`src/rtl/ssh_payload_field_decoder_assert.svh`:
```
// ----------------------------------------------------------------------------
// SSH payload field decoder assertion macros
// Shared property wrappers; each expects clk and arst_n in scope.
// ----------------------------------------------------------------------------
`ifndef SSH_PAYLOAD_FIELD_DECODER_ASSERT_SVH
`define SSH_PAYLOAD_FIELD_DECODER_ASSERT_SVH

// Same-cycle implication, checked out of reset only.
`define SPFD_ASSERT_IMP(label, ante, cons, msg) \
	label: assert property (@(posedge clk) disable iff (!arst_n) (ante) |-> (cons)) \
		else $error(msg);

// Next-cycle implication, checked out of reset only.
`define SPFD_ASSERT_NEXT(label, ante, cons, msg) \
	label: assert property (@(posedge clk) disable iff (!arst_n) (ante) |=> (cons)) \
		else $error(msg);

`endif

```
`src/rtl/spfd_pkg.sv`:
```
// ----------------------------------------------------------------------------
// spfd_pkg
// Types, codes and helpers shared by the payload field decoder modules.
// ----------------------------------------------------------------------------
`timescale 1ns / 1ps
`default_nettype none

package spfd_pkg;

	localparam int NUM_SLOTS  = 16;
	localparam int MAX_FIELDS = 16;
	localparam int QDEPTH     = 4;
	localparam int QPTR_W     = $clog2(QDEPTH);
	localparam int QCNT_W     = $clog2(QDEPTH + 1);

	localparam logic [1:0] CFG_FIELD_TYPES = 2'd0;
	localparam logic [1:0] CFG_FIELD_COUNT = 2'd1;

	typedef enum logic [2:0] {
		TYPE_STRING   = 3'd0,
		TYPE_MPINT    = 3'd1,
		TYPE_NAMELIST = 3'd2,
		TYPE_BOOL     = 3'd3,
		TYPE_U8       = 3'd4,
		TYPE_U32      = 3'd5,
		TYPE_U64      = 3'd6,
		TYPE_LIST     = 3'd7
	} field_type_e;

	typedef enum logic [1:0] {
		KIND_FIXED   = 2'd0,
		KIND_LEN     = 2'd1,
		KIND_CONTENT = 2'd2,
		KIND_END     = 2'd3
	} rec_kind_e;

	localparam logic [1:0] STATUS_OK        = 2'd0;
	localparam logic [1:0] STATUS_TRUNCATED = 2'd1;
	localparam logic [1:0] STATUS_OVERFLOW  = 2'd2;

	typedef struct packed {
		rec_kind_e   kind;
		logic [3:0]  idx;
		logic [2:0]  ftype;
		logic [63:0] value;
		logic        clast;
		logic [1:0]  status;
		logic        last;
	} record_t;

	// One accepted byte yields at most a data record and an end record.
	typedef struct packed {
		logic    has_dat;
		logic    has_end;
		record_t dat;
		record_t fin;
	} entry_t;

	// Type code of a schedule slot; slots past the table read as string.
	function automatic logic [2:0] slot_type(input logic [47:0] types, input logic [4:0] idx);
		logic [5:0] base;
		base = 6'(idx[3:0]) * 6'd3;
		if (idx >= 5'(NUM_SLOTS))
			return 3'(TYPE_STRING);
		return types[base +: 3];
	endfunction

endpackage

`default_nettype wire

```
`src/rtl/ssh_payload_field_decoder.sv`:
```
// ----------------------------------------------------------------------------
// ssh_payload_field_decoder
// SSH binary payload field decoder: bytes in, typed field records out.
// ----------------------------------------------------------------------------
// The input side is a queue write port: a payload byte and its end flag are
// taken at a rising edge where push is high and full is low. The result side
// is a queue read port: the oldest record sits on the record ports while
// empty is low and is taken at an edge where pop is high. Configuration is a
// separate valid/ready write channel that is always ready; cfg_index selects
// the type schedule (0) or the field count (1), other indexes are ignored.
// A byte's records are queued when the byte is taken and then pass through
// the output register. The block takes one byte per cycle while full is
// low; a byte yields at most two records (a data record and, on the final
// byte, an end record), and the single output register drains one record
// per cycle while pop is high. A four-entry queue between the byte classifier
// and the record unpacker absorbs that. Full rises when the receiver
// stalls long enough to fill the queue, or when short payloads whose final
// bytes each give two records arrive back to back; nothing is lost or repeated
// under a stall. Reset clears the schedule, the field count and all parse
// state, so the block starts on a fresh payload with an empty schedule.
// ----------------------------------------------------------------------------
`timescale 1ns / 1ps
`default_nettype none

module ssh_payload_field_decoder
	import spfd_pkg::*;
(
	input  wire logic        clk,
	input  wire logic        arst_n,
	input  wire logic        cfg_valid,
	output logic             cfg_ready,
	input  wire logic [1:0]  cfg_index,
	input  wire logic [47:0] cfg_data,
	input  wire logic        push,
	output logic             full,
	input  wire logic [7:0]  data_byte,
	input  wire logic        end_of_payload,
	output logic             empty,
	input  wire logic        pop,
	output logic [1:0]       record_kind,
	output logic [3:0]       field_index,
	output logic [2:0]       field_type,
	output logic [63:0]      value,
	output logic             content_last,
	output logic [1:0]       status,
	output logic             last
);

	entry_t  ent;
	logic    ent_valid;
	logic    accept;
	entry_t  head;
	logic    q_empty;
	logic    q_pop;
	record_t rec;
	logic    rec_valid;

	// Configuration writes land directly in the registers, so the channel never stalls.
	assign cfg_ready = 1'b1;
	assign accept    = push && !full;

	spfd_front u_front (
		.clk       (clk),
		.arst_n    (arst_n),
		.cfg_we    (cfg_valid),
		.cfg_idx   (cfg_index),
		.cfg_wdata (cfg_data),
		.accept    (accept),
		.byte_in   (data_byte),
		.eop_in    (end_of_payload),
		.ent       (ent),
		.ent_valid (ent_valid)
	);

	// Bytes that yield no record are consumed by the front and never queued.
	spfd_queue u_queue (
		.clk     (clk),
		.arst_n  (arst_n),
		.wr_en   (ent_valid),
		.wr_data (ent),
		.full    (full),
		.rd_en   (q_pop),
		.rd_data (head),
		.empty   (q_empty)
	);

	spfd_back u_back (
		.clk       (clk),
		.arst_n    (arst_n),
		.head      (head),
		.q_empty   (q_empty),
		.q_pop     (q_pop),
		.rec       (rec),
		.rec_valid (rec_valid),
		.rec_pop   (pop)
	);

	assign empty        = !rec_valid;
	assign record_kind  = rec.kind;
	assign field_index  = rec.idx;
	assign field_type   = rec.ftype;
	assign value        = rec.value;
	assign content_last = rec.clast;
	assign status       = rec.status;
	assign last         = rec.last;

endmodule

`default_nettype wire

```
`src/rtl/spfd_front.sv`:
```
// ----------------------------------------------------------------------------
// spfd_front
// Holds the schedule and the per-payload parse state and classifies each byte.
// ----------------------------------------------------------------------------
`timescale 1ns / 1ps
`default_nettype none

module spfd_front
	import spfd_pkg::*;
(
	input  wire logic        clk,
	input  wire logic        arst_n,
	input  wire logic        cfg_we,
	input  wire logic [1:0]  cfg_idx,
	input  wire logic [47:0] cfg_wdata,
	input  wire logic        accept,
	input  wire logic [7:0]  byte_in,
	input  wire logic        eop_in,
	output entry_t           ent,
	output logic             ent_valid
);

`include "ssh_payload_field_decoder_assert.svh"

	logic [47:0] types_q;
	logic [4:0]  count_q;
	logic [4:0]  slot_q;
	logic [3:0]  bip_q;
	logic [63:0] acc_q;
	logic [31:0] rem_q;
	logic        in_content_q;

	logic [4:0]  lim;
	logic [4:0]  s_eff;
	logic        active;
	logic [2:0]  t;
	logic [63:0] acc_n;
	logic [3:0]  bip_inc;
	logic [3:0]  need;
	logic        lastc;
	logic [4:0]  slot_d;
	logic [3:0]  bip_d;
	logic [63:0] acc_d;
	logic [31:0] rem_d;
	logic        in_content_d;

	assign lim = (count_q > 5'(MAX_FIELDS)) ? 5'(MAX_FIELDS) : count_q;

	// List slots take no bytes: move to the first live slot at or after the current one.
	always_comb begin
		s_eff = (slot_q < lim) ? lim : slot_q;
		for (int i = NUM_SLOTS - 1; i >= 0; i--) begin
			if (5'(i) >= slot_q && 5'(i) < lim && slot_type(types_q, 5'(i)) != 3'(TYPE_LIST))
				s_eff = 5'(i);
		end
	end

	assign active  = s_eff < lim;
	assign t       = slot_type(types_q, s_eff);
	assign acc_n   = {acc_q[55:0], byte_in};
	assign bip_inc = bip_q + 4'd1;
	assign need    = (t == 3'(TYPE_U64)) ? 4'd8 : 4'd4;
	assign lastc   = rem_q <= 32'd1;

	always_comb begin
		slot_d       = s_eff;
		bip_d        = bip_q;
		acc_d        = acc_q;
		rem_d        = rem_q;
		in_content_d = in_content_q;
		ent          = '0;
		ent.dat.idx   = s_eff[3:0];
		ent.dat.ftype = t;
		ent.dat.kind  = KIND_FIXED;
		if (active) begin
			if (in_content_q) begin
				ent.has_dat     = 1'b1;
				ent.dat.kind    = KIND_CONTENT;
				ent.dat.value   = 64'(byte_in);
				ent.dat.clast   = lastc;
				rem_d           = lastc ? 32'd0 : rem_q - 32'd1;
				if (lastc) begin
					in_content_d = 1'b0;
					slot_d       = s_eff + 5'd1;
				end
			end else if (t == 3'(TYPE_BOOL) || t == 3'(TYPE_U8)) begin
				ent.has_dat   = 1'b1;
				ent.dat.value = 64'(byte_in);
				slot_d        = s_eff + 5'd1;
			end else if (bip_inc >= need) begin
				ent.has_dat = 1'b1;
				bip_d       = 4'd0;
				acc_d       = 64'd0;
				if (t == 3'(TYPE_U32) || t == 3'(TYPE_U64)) begin
					ent.dat.value = acc_n;
					slot_d        = s_eff + 5'd1;
				end else begin
					ent.dat.kind  = KIND_LEN;
					ent.dat.value = 64'(acc_n[31:0]);
					if (acc_n[31:0] == 32'd0) begin
						slot_d = s_eff + 5'd1;
					end else begin
						in_content_d = 1'b1;
						rem_d        = acc_n[31:0];
					end
				end
			end else begin
				bip_d = bip_inc;
				acc_d = acc_n;
			end
		end

		// End record reports what the payload left unfinished.
		ent.has_end    = eop_in;
		ent.fin.kind   = KIND_END;
		ent.fin.last   = 1'b1;
		ent.fin.status = STATUS_OK;
		if (in_content_d) begin
			ent.fin.status = STATUS_OVERFLOW;
			ent.fin.value  = 64'(rem_d);
		end else if (bip_d != 4'd0) begin
			ent.fin.status = STATUS_TRUNCATED;
			ent.fin.value  = 64'(bip_d);
		end
		if (ent.fin.status != STATUS_OK) begin
			ent.fin.idx   = slot_d[3:0];
			ent.fin.ftype = slot_type(types_q, slot_d);
		end
	end

	assign ent_valid = accept && (ent.has_dat || ent.has_end);

	always_ff @(posedge clk or negedge arst_n) begin
		if (!arst_n) begin
			types_q      <= '0;
			count_q      <= '0;
			slot_q       <= '0;
			bip_q        <= '0;
			acc_q        <= '0;
			rem_q        <= '0;
			in_content_q <= 1'b0;
		end else begin
			if (cfg_we && cfg_idx == CFG_FIELD_TYPES)
				types_q <= cfg_wdata;
			if (cfg_we && cfg_idx == CFG_FIELD_COUNT)
				count_q <= cfg_wdata[4:0];
			if (accept) begin
				if (eop_in) begin
					slot_q       <= '0;
					bip_q        <= '0;
					acc_q        <= '0;
					rem_q        <= '0;
					in_content_q <= 1'b0;
				end else begin
					slot_q       <= slot_d;
					bip_q        <= bip_d;
					acc_q        <= acc_d;
					rem_q        <= rem_d;
					in_content_q <= in_content_d;
				end
			end
		end
	end

	`SPFD_ASSERT_IMP(a_content_has_bytes, in_content_q, rem_q != 32'd0, "content phase with zero bytes due")
	`SPFD_ASSERT_IMP(a_part_bound, 1'b1, bip_q < 4'd8, "number byte count out of range")

endmodule

`default_nettype wire

```
`src/rtl/spfd_queue.sv`:
```
// ----------------------------------------------------------------------------
// spfd_queue
// Short queue of classified bytes between the front and back parts.
// ----------------------------------------------------------------------------
`timescale 1ns / 1ps
`default_nettype none

module spfd_queue
	import spfd_pkg::*;
(
	input  wire logic   clk,
	input  wire logic   arst_n,
	input  wire logic   wr_en,
	input  entry_t      wr_data,
	output logic        full,
	input  wire logic   rd_en,
	output entry_t      rd_data,
	output logic        empty
);

`include "ssh_payload_field_decoder_assert.svh"

	entry_t              mem_q [QDEPTH];
	logic [QPTR_W-1:0]   wr_ptr_q;
	logic [QPTR_W-1:0]   rd_ptr_q;
	logic [QCNT_W-1:0]   count_q;

	assign full    = count_q == QCNT_W'(QDEPTH);
	assign empty   = count_q == '0;
	assign rd_data = mem_q[rd_ptr_q];

	always_ff @(posedge clk) begin
		if (wr_en)
			mem_q[wr_ptr_q] <= wr_data;
	end

	always_ff @(posedge clk or negedge arst_n) begin
		if (!arst_n) begin
			wr_ptr_q <= '0;
			rd_ptr_q <= '0;
			count_q  <= '0;
		end else begin
			if (wr_en)
				wr_ptr_q <= wr_ptr_q + QPTR_W'(1);
			if (rd_en)
				rd_ptr_q <= rd_ptr_q + QPTR_W'(1);
			if (wr_en && !rd_en)
				count_q <= count_q + QCNT_W'(1);
			else if (rd_en && !wr_en)
				count_q <= count_q - QCNT_W'(1);
		end
	end

	`SPFD_ASSERT_IMP(a_no_overflow, wr_en, !full, "queue written while full")
	`SPFD_ASSERT_IMP(a_no_underflow, rd_en, !empty, "queue read while empty")

endmodule

`default_nettype wire

```
`src/rtl/spfd_back.sv`:
```
// ----------------------------------------------------------------------------
// spfd_back
// Unpacks queued entries into single records and holds the output register.
// ----------------------------------------------------------------------------
`timescale 1ns / 1ps
`default_nettype none

module spfd_back
	import spfd_pkg::*;
(
	input  wire logic clk,
	input  wire logic arst_n,
	input  entry_t    head,
	input  wire logic q_empty,
	output logic      q_pop,
	output record_t   rec,
	output logic      rec_valid,
	input  wire logic rec_pop
);

`include "ssh_payload_field_decoder_assert.svh"

	record_t rec_q;
	logic    valid_q;
	logic    dat_done_q;
	logic    load;
	logic    take;
	logic    use_dat;
	record_t sel;

	assign load    = !valid_q || rec_pop;
	assign take    = load && !q_empty;
	assign use_dat = head.has_dat && !dat_done_q;
	assign sel     = use_dat ? head.dat : head.fin;
	// The entry leaves only once its last record has been taken.
	assign q_pop   = take && !(use_dat && head.has_end);

	assign rec       = rec_q;
	assign rec_valid = valid_q;

	always_ff @(posedge clk) begin
		if (take)
			rec_q <= sel;
	end

	always_ff @(posedge clk or negedge arst_n) begin
		if (!arst_n) begin
			valid_q    <= 1'b0;
			dat_done_q <= 1'b0;
		end else begin
			if (load)
				valid_q <= !q_empty;
			if (take)
				dat_done_q <= use_dat && head.has_end;
		end
	end

	`SPFD_ASSERT_IMP(a_split_entry_held, dat_done_q, !q_empty, "half-sent entry missing from queue")

endmodule

`default_nettype wire

```
`config.mk`:
```
export PLATFORM = sky130hd
export DESIGN_NAME = ssh_payload_field_decoder
export DESIGN_NICKNAME = d
export VERILOG_FILES = /design/src/rtl/spfd_pkg.sv /design/src/rtl/ssh_payload_field_decoder.sv /design/src/rtl/spfd_front.sv /design/src/rtl/spfd_queue.sv /design/src/rtl/spfd_back.sv
export VERILOG_INCLUDE_DIRS = /design/src /design/src/rtl
export SDC_FILE = /design/constraint.sdc
export NUM_CORES = 1
export LEC_CHECK = 0
export BUFFER_PORTS_ARGS = -buffer_cell sky130_fd_sc_hd__clkbuf_2
export CAP_MARGIN = 20
export CORE_MARGIN = 5
export CORE_UTILIZATION = 61
export CTS_CLUSTER_DIAMETER = 200
export DETAILED_ROUTE_END_ITERATION = 12
export PLACE_DENSITY = 0.79
export SYNTH_ARGS = -nofsm -noshare
export SYNTH_HDL_FRONTEND = slang
export SYNTH_SLANG_ARGS = --single-unit
```
`constraint.sdc`:
```
create_clock -name clk -period 9.59 [get_ports clk]
set_clock_uncertainty 0.1 [all_clocks]
set_input_delay 0.4795 -clock clk [delete_from_list [all_inputs] [get_ports clk]]
set_output_delay 0.4795 -clock clk [all_outputs]
set_load 0.01 [all_outputs]
```
==> results of run 1 <==
worst reg2reg max path, stage by stage (launching register included):
cell and delay (ns):
dfrtp_1 0.73, inv_1 0.19, nand2_1 0.20, ha_1 0.28, a21oi_1 0.26, o21ai_0 0.11, o21ai_0 0.21, a311o_1 0.21
a22o_1 0.66, clkinv_1 0.62, a211o_1 0.45, o22a_1 0.25, nand2_1 0.23, nor2_1 0.07, nand2_1 0.10, ha_1 0.24
nand2_1 0.07, nand2_1 0.06, a21oi_1 0.51, nor3_1 0.16, nor2_1 0.26, or4_1 0.16, o21ai_0 0.11, a311oi_2 0.43
nand2_4 0.30, mux2i_1 0.20, mux4_2 0.54, o22ai_1 0.30
power groups by stage:
stage	combinational (mW)	clock [mW]	sequential, mW
finish	4.83	2.78	4.85
global route	5.23	2.95	4.91
CTS	4.82	2.82	4.84
detailed placement	4.77	0	4.89
global placement	4.67	0	4.85
floorplan	3.50	0	4.82
placed cells by master, fill, tap and decap left out, drive strengths merged, types with 30 or more instances in the layout:
cell	instances
edfxtp	545
clkbuf	242
dfrtp	160
nand2	145
mux4	123
mux2	99
nor2	91
o21ai	89
a22o	69
and2	50
and3	43
a21oi	40
nor2b	38
nand3	36
inv	36
mux2i	35
dlygate4sd3	34
buf	30
kinds of logic (layout without fill, tap and decap cells):
group	count (synthesis)	count (layout)
flops	705	705
simple gates	498	498
compound gates	336	336
mux	257	257
buf+inv	149	364
fa+ha+maj	21	21
xor+xnor	15	15
other cells	1	1
area by class of cell:
class	count	area (um2)
clock buffers	101	2088
clock inverters	28	286.5
fillers	3195	15210
inverters	30	115.1
multi-input cells	1128	9727
flip-flops and latches	705	20380
well taps	672	840.8
repair buffers	205	1325
metrics by stage:
stage	util [%]	hold slack (ns)	instances
finish	69.57	0.02920	2869
detailed placement	64.12	0.3836	2705
global placement	64.12	0.3796	2705
CTS	69.55	0.0003000	2868
floorplan	-	0.08391	1982
global route	69.57	0.01333	2869
routing by layer:
metal  wire length, um  part of all wire [%]
met3              5243                   7.3
met2             35600                    50
met4              2395                   3.3
met5                18                 0.025
met1             28620                    40
sequential cells by signal, summed over array words and instances, names as in the netlist:
register and count:
u_front.bip_q 4, u_queue.wr_ptr_q 2, u_front.in_content_q 1, u_front.acc_q 56, u_queue.mem_q 468, u_queue.count_q 3, u_queue.rd_ptr_q 2, u_back.rec 77
u_front.slot_q 5, u_front.types_q 48, u_front.rem_q 32, u_front.count_q 5, u_back.dat_done_q 1, u_back.rec_valid 1
final timing paths:
path	from	to	slack, ns
worst max-delay path	u_front.count_q[4]$_DFFE_PN0P_	u_queue.mem_q[3][68]$_DFFE_PP_	1.37
worst min-delay path	cfg_data[9]	u_front.types_q[9]$_DFFE_PN0P_	0.03
worst max register to register	u_front.count_q[4]$_DFFE_PN0P_	u_queue.mem_q[3][68]$_DFFE_PP_	1.37
worst min register to register	u_front.acc_q[48]$_DFFE_PN0P_	u_front.acc_q[48]$_DFFE_PN0P_	0.40
max in group asynchronous	arst_n	u_queue.rd_ptr_q[0]$_DFFE_PN0P_	7.42
min in group asynchronous	arst_n	u_front.types_q[37]$_DFFE_PN0P_	0.47
what timing repair did:
item	in CTS	in global routing
resized for setup	0	0
hold endpoints to repair	130	0
hold buffers	34	0
buffers inserted	0	0
==> impl_metrics.toml, run 1 <==
[logic_synthesis]
synth_compound_area_share_pct = 8.134
ys_warn_count = 0
synth_fa_ha_area_share_pct = 0.8843
ys_ff_latch = 705
synth.area.top_cells = "edfxtp_1 53%, dfrtp_1 13%, mux4_2 8.9%"
synth-edff-count = 545
synth_simple_gate_area_share_pct = 8.219
yosys.area.top_type = "edfxtp_1"
synth_common_cells = "545 x edfxtp_1, 160 x dfrtp_1, 143 x nand2_1"
ys_seq_area_share_pct = 66.34
syn_area_per_cell_um2 = 15.49
synthesis.nets = 2066
synthMuxAreaShare_pct = 13.81
yosys.cell_types.count = 100
synth_cells = 1982
synth_xor_area_share_pct = 0.4279
synth_top_family_by_area = "multiplexers"
post-synth-top-count-cell = "edfxtp_1"
syn_area_um2 = 30700
synth_top_area_share_pct = 53.30
postSynth.asyncResetShare_pct = 22.70
ys.flop_type = "edfxtp_1"

[routing]
drcViolationCount = 0
wl_per_cell_um = 25.05
drtAntennaViolNets = 0
drtIter0Drc = 1879
viasPerCell = 6.490
wl_um = 71880
dr.pass1.iters = 6
vias = 18620

[setup_path]
cp_slowest_stage_delay_ns = 0.73
cp_num_buf_inv = 2
slowest_stage = "dfrtp_1"
crit_family = "compound AO/OA/AOI/OAI gates"
crit_fanout = 22
startpoint_type = "register"
rr_worst_depth = 27
worstSetupPathType = "reg2reg"
cp.required_ns = 9.87
endpoint_kind = "register"
cp_num_cells = 27
cp.arrival_ns = 8.50
cpMostUsedCell = "nand2_1"

[power_and_ir_drop]
p_clk_share_pct = 22.3
switching_share_pct = 36.08
pwr-share-seq_pct = 38.9
p_sw_mw = 4.496
intPower_mw = 7.965
leakagePower_nw = 12.93
p_total_mw = 12.46
power_density_nw_per_um2 = 358.5
ir_worst_vdd_v = 0.0002026
comb_power_share_pct = 38.7

[final_layout]
drive_above_1_share_pct = 25.08
antenna_cells = 0
fin_area_um2 = 34760
nets = 2224
area_growth_pct = 13.21

[floorplan]
dieWidth_um = 234.4
start_util_pct = 61.45
die_h_um = 234.4
boundaryPins = 144
coreArea_um2 = 49970
die_area_um2 = 54920
rows = 82

[min_path]
hold_path_depth = 2
min_path_type = "in2reg"

[timing]
fin_ws_ns = 1.369
fmax_mhz = 121.6
timing.final.crit_share_pct = 85.72
setup-violations-final = 0
tightestPinTransition_ns = 1.096
period_needed_ns = 8.221
rsz0062_at_grt = "false"
fin_tns_setup_ns = 0
finalMaxSlewViolations = 0
hold_violations = 0
slew_headroom_pct = 26.69

[global_routing]
first_global_vias = 18629
top_usage_layer = "met2"
use_met3_pct = 4.383
grt_max_degree = 98
use_met1_pct = 36.55
grt.total_usage_pct = 26.42
overflow = 0
antenna_found_initial = 1
grt_use_met2_pct = 43.48
grt_pass1_wl_um = 110600

[run_status]
run_status = "completed"

[cts]
root_buffer = "clkbuf_16"
cts_tree = "built"
clock_latency_ns = 0.60
cts_max_level = 3
cts_made_buffers = 70
cts_max_path_buffers = 3
cts_num_sinks = 705
path_clk_slew_ns = 0.06

[placed_design]
place_area_um2 = 32040
gp_routability_congestion = 0.9005
place_ws_ns = 1.587
hpwl_um = 45230
port_buffers = 142

[flow_run]
maxCapViolCount = 0
Power figures use the tool's default switching activity.
==> run 2, diff against run 1 <==
--- a/config.mk
+++ b/config.mk
@@ -8,11 +8,11 @@
 export LEC_CHECK = 0
 export BUFFER_PORTS_ARGS = -buffer_cell sky130_fd_sc_hd__clkbuf_2
 export CAP_MARGIN = 20
+export CORE_ASPECT_RATIO = 0.5
 export CORE_MARGIN = 5
-export CORE_UTILIZATION = 61
-export CTS_CLUSTER_DIAMETER = 200
+export CORE_UTILIZATION = 60
 export DETAILED_ROUTE_END_ITERATION = 12
-export PLACE_DENSITY = 0.79
+export PLACE_DENSITY = 0.78
 export SYNTH_ARGS = -nofsm -noshare
 export SYNTH_HDL_FRONTEND = slang
 export SYNTH_SLANG_ARGS = --single-unit
==> impl_metrics.toml, run 2 (same netlist as run 1, synthesis figures left out) <==
[run_status]
run_status = "completed"

[timing]
rsz0062_at_grt = "false"
timing.hold.ws_ns = 0.07630
period_needed_ns = 8.281
setup-violations-final = 0
timing.final.crit_share_pct = 86.35
fin_ws_ns = 1.309
fin_tns_setup_ns = 0
finalMaxSlewViolations = 0
hold_violations = 0
slew_headroom_pct = 29.49
tightestPinTransition_ns = 1.058
fmax_mhz = 120.8

[cts]
cts_num_sinks = 705
cts_resized = 0
path_clk_slew_ns = 0.07
cts_made_buffers = 57
cts_hold_buf = 50
cts_max_path_buffers = 3
post-cts-setup-buffers = 0
cts_max_level = 2
clock_latency_ns = 0.63
cts_tree = "built"
root_buffer = "clkbuf_16"

[floorplan]
coreArea_um2 = 50440
dieWidth_um = 329.9
start_util_pct = 60.88
die_area_um2 = 56070
boundaryPins = 144
die_h_um = 170.0
rows = 58

[final_layout]
nets = 2227
drive_above_1_share_pct = 24.04
area_growth_pct = 12.42
final_cell_mix = "545 x edfxtp_1, 158 x dfrtp_1, 143 x nand2_1, 141 x clkbuf_2, 122 x mux4_2"
largest_register_ffs = 468
antenna_cells = 0
largest_register = "u_queue.mem_q"
final_common_cell = "edfxtp_1"

[placed_design]
place_ws_ns = 1.621
hpwl_um = 42480
gp_routability_congestion = 0.9304
port_buffers = 142

[routing]
wl_per_cell_um = 23.84
drtIter0Drc = 2262
dr.pass1.iters = 6
wl_um = 68720
drcViolationCount = 0
drtAntennaViolNets = 0
viasPerCell = 6.370
vias = 18358

[setup_path]
slowest_stage = "dfrtp_1"
worstSetupPathType = "reg2reg"
cp_num_buf_inv = 4
startpoint_type = "register"
reg2reg_from = "u_front.count_q[4]$_DFFE_PN0P_"
rr_worst_depth = 27
reg2reg_slack_ns = 1.31
cp_slowest_stage_delay_ns = 0.77
cp.required_ns = 9.85
cp.arrival_ns = 8.54
crit_family = "compound AO/OA/AOI/OAI gates"
cpMostUsedCell = "nand2_1"
endpoint_kind = "register"
crit_fanout = 39
worst_r2r_endpoint = "u_queue.mem_q[0][66]$_DFFE_PP_"

[global_routing]
antenna_found_initial = 0
grt_max_degree = 97
grt.total_usage_pct = 24.68
first_global_vias = 18526
grt_pass1_wl_um = 108100
overflow = 0

[min_path]
hold_path_end = "u_queue.mem_q[0][147]$_DFFE_PP_"
hp-start = "end_of_payload"
hold_path_depth = 1
min_path_type = "in2reg"

[flow_run]
maxCapViolCount = 0

[power_and_ir_drop]
leakagePower_nw = 12.78
ir_worst_vdd_v = 0.0002258
power_density_nw_per_um2 = 347.1
run 2: metal layers:
metal | share of wire (%) | vias up | track usage [%]
li1 | - | 8094 | -
met1 | 41 | 9344 | 34.45
met3 | 7.1 | 129 | 4.133
met2 | 50 | 791 | 41.70
met4 | 2.3 | 0 | 5.783
met5 | 0 | - | 0
run 2: worst max path at each step:
stage	from	end	cells past startpoint
finish	u_front.count_q[4]$_DFFE_PN0P_	u_queue.mem_q[0][66]$_DFFE_PP_	27
floorplan	u_front.count_q[4]$_DFFE_PN0P_	u_queue.mem_q[0][0]$_DFFE_PP_	22
CTS	u_front.count_q[4]$_DFFE_PN0P_	u_queue.mem_q[0][66]$_DFFE_PP_	27
global route	u_front.count_q[4]$_DFFE_PN0P_	u_queue.mem_q[0][66]$_DFFE_PP_	26
global placement	u_front.count_q[4]$_DFFE_PN0P_	u_queue.mem_q[0][66]$_DFFE_PP_	27
detailed placement	u_front.count_q[4]$_DFFE_PN0P_	u_queue.mem_q[0][66]$_DFFE_PP_	26
run 2: area by class of cell:
| type | instances | area (um2) |
|---|---|---|
| fill | 3286 | 15920 |
| sequential | 705 | 20380 |
| inverter | 30 | 115.1 |
| timing repair buffer | 221 | 1494 |
| clock buffer | 86 | 1720 |
| clock inverter | 22 | 219.0 |
| tap | 690 | 863.3 |
| multi-input combinational | 1128 | 9728 |
run 2: power by group:
part	switching (mW)	internal (mW)	total, mW	leakage [nW]
Sequential	0.484	4.40	4.88	7.24
Clock	1.08	1.31	2.39	0.957
Combinational	2.79	1.91	4.71	4.59
Total	4.36	7.62	12.0	12.8
run 2: worst register-to-register path: stages (launching register included):
cell and delay (ns):
dfrtp_1 0.77, inv_1 0.20, nand2_1 0.17, ha_1 0.28, a21oi_1 0.27, o21ai_0 0.12, o21ai_0 0.19, a311o_1 0.21
a22o_1 0.70, clkinv_1 0.63, o31a_1 0.46, nand3_1 0.11, nand2_1 0.20, nor2_1 0.17, nand2_1 0.11, ha_1 0.33
nand2_1 0.06, nand2_1 0.06, a21o_1 0.28, o21ai_0 0.18, nor3b_4 0.08, buf_4 0.29, a22oi_4 0.73, inv_4 0.23
nor2_1 0.53, or3_1 0.26, a31oi_1 0.06, a31o_1 0.24
run 2: stage by stage:
stage                     cells  cell area, um2  total power [mW]  util (%)
final                      2882           34520             11.98     68.44
after detailed placement   2720           32040             9.553     63.52
after CTS                  2878           34480             11.98     68.36
after global routing       2882           34520             12.63     68.44
after global placement     2720           32040             9.431     63.52
after floorplan            1982           30700             8.322         -
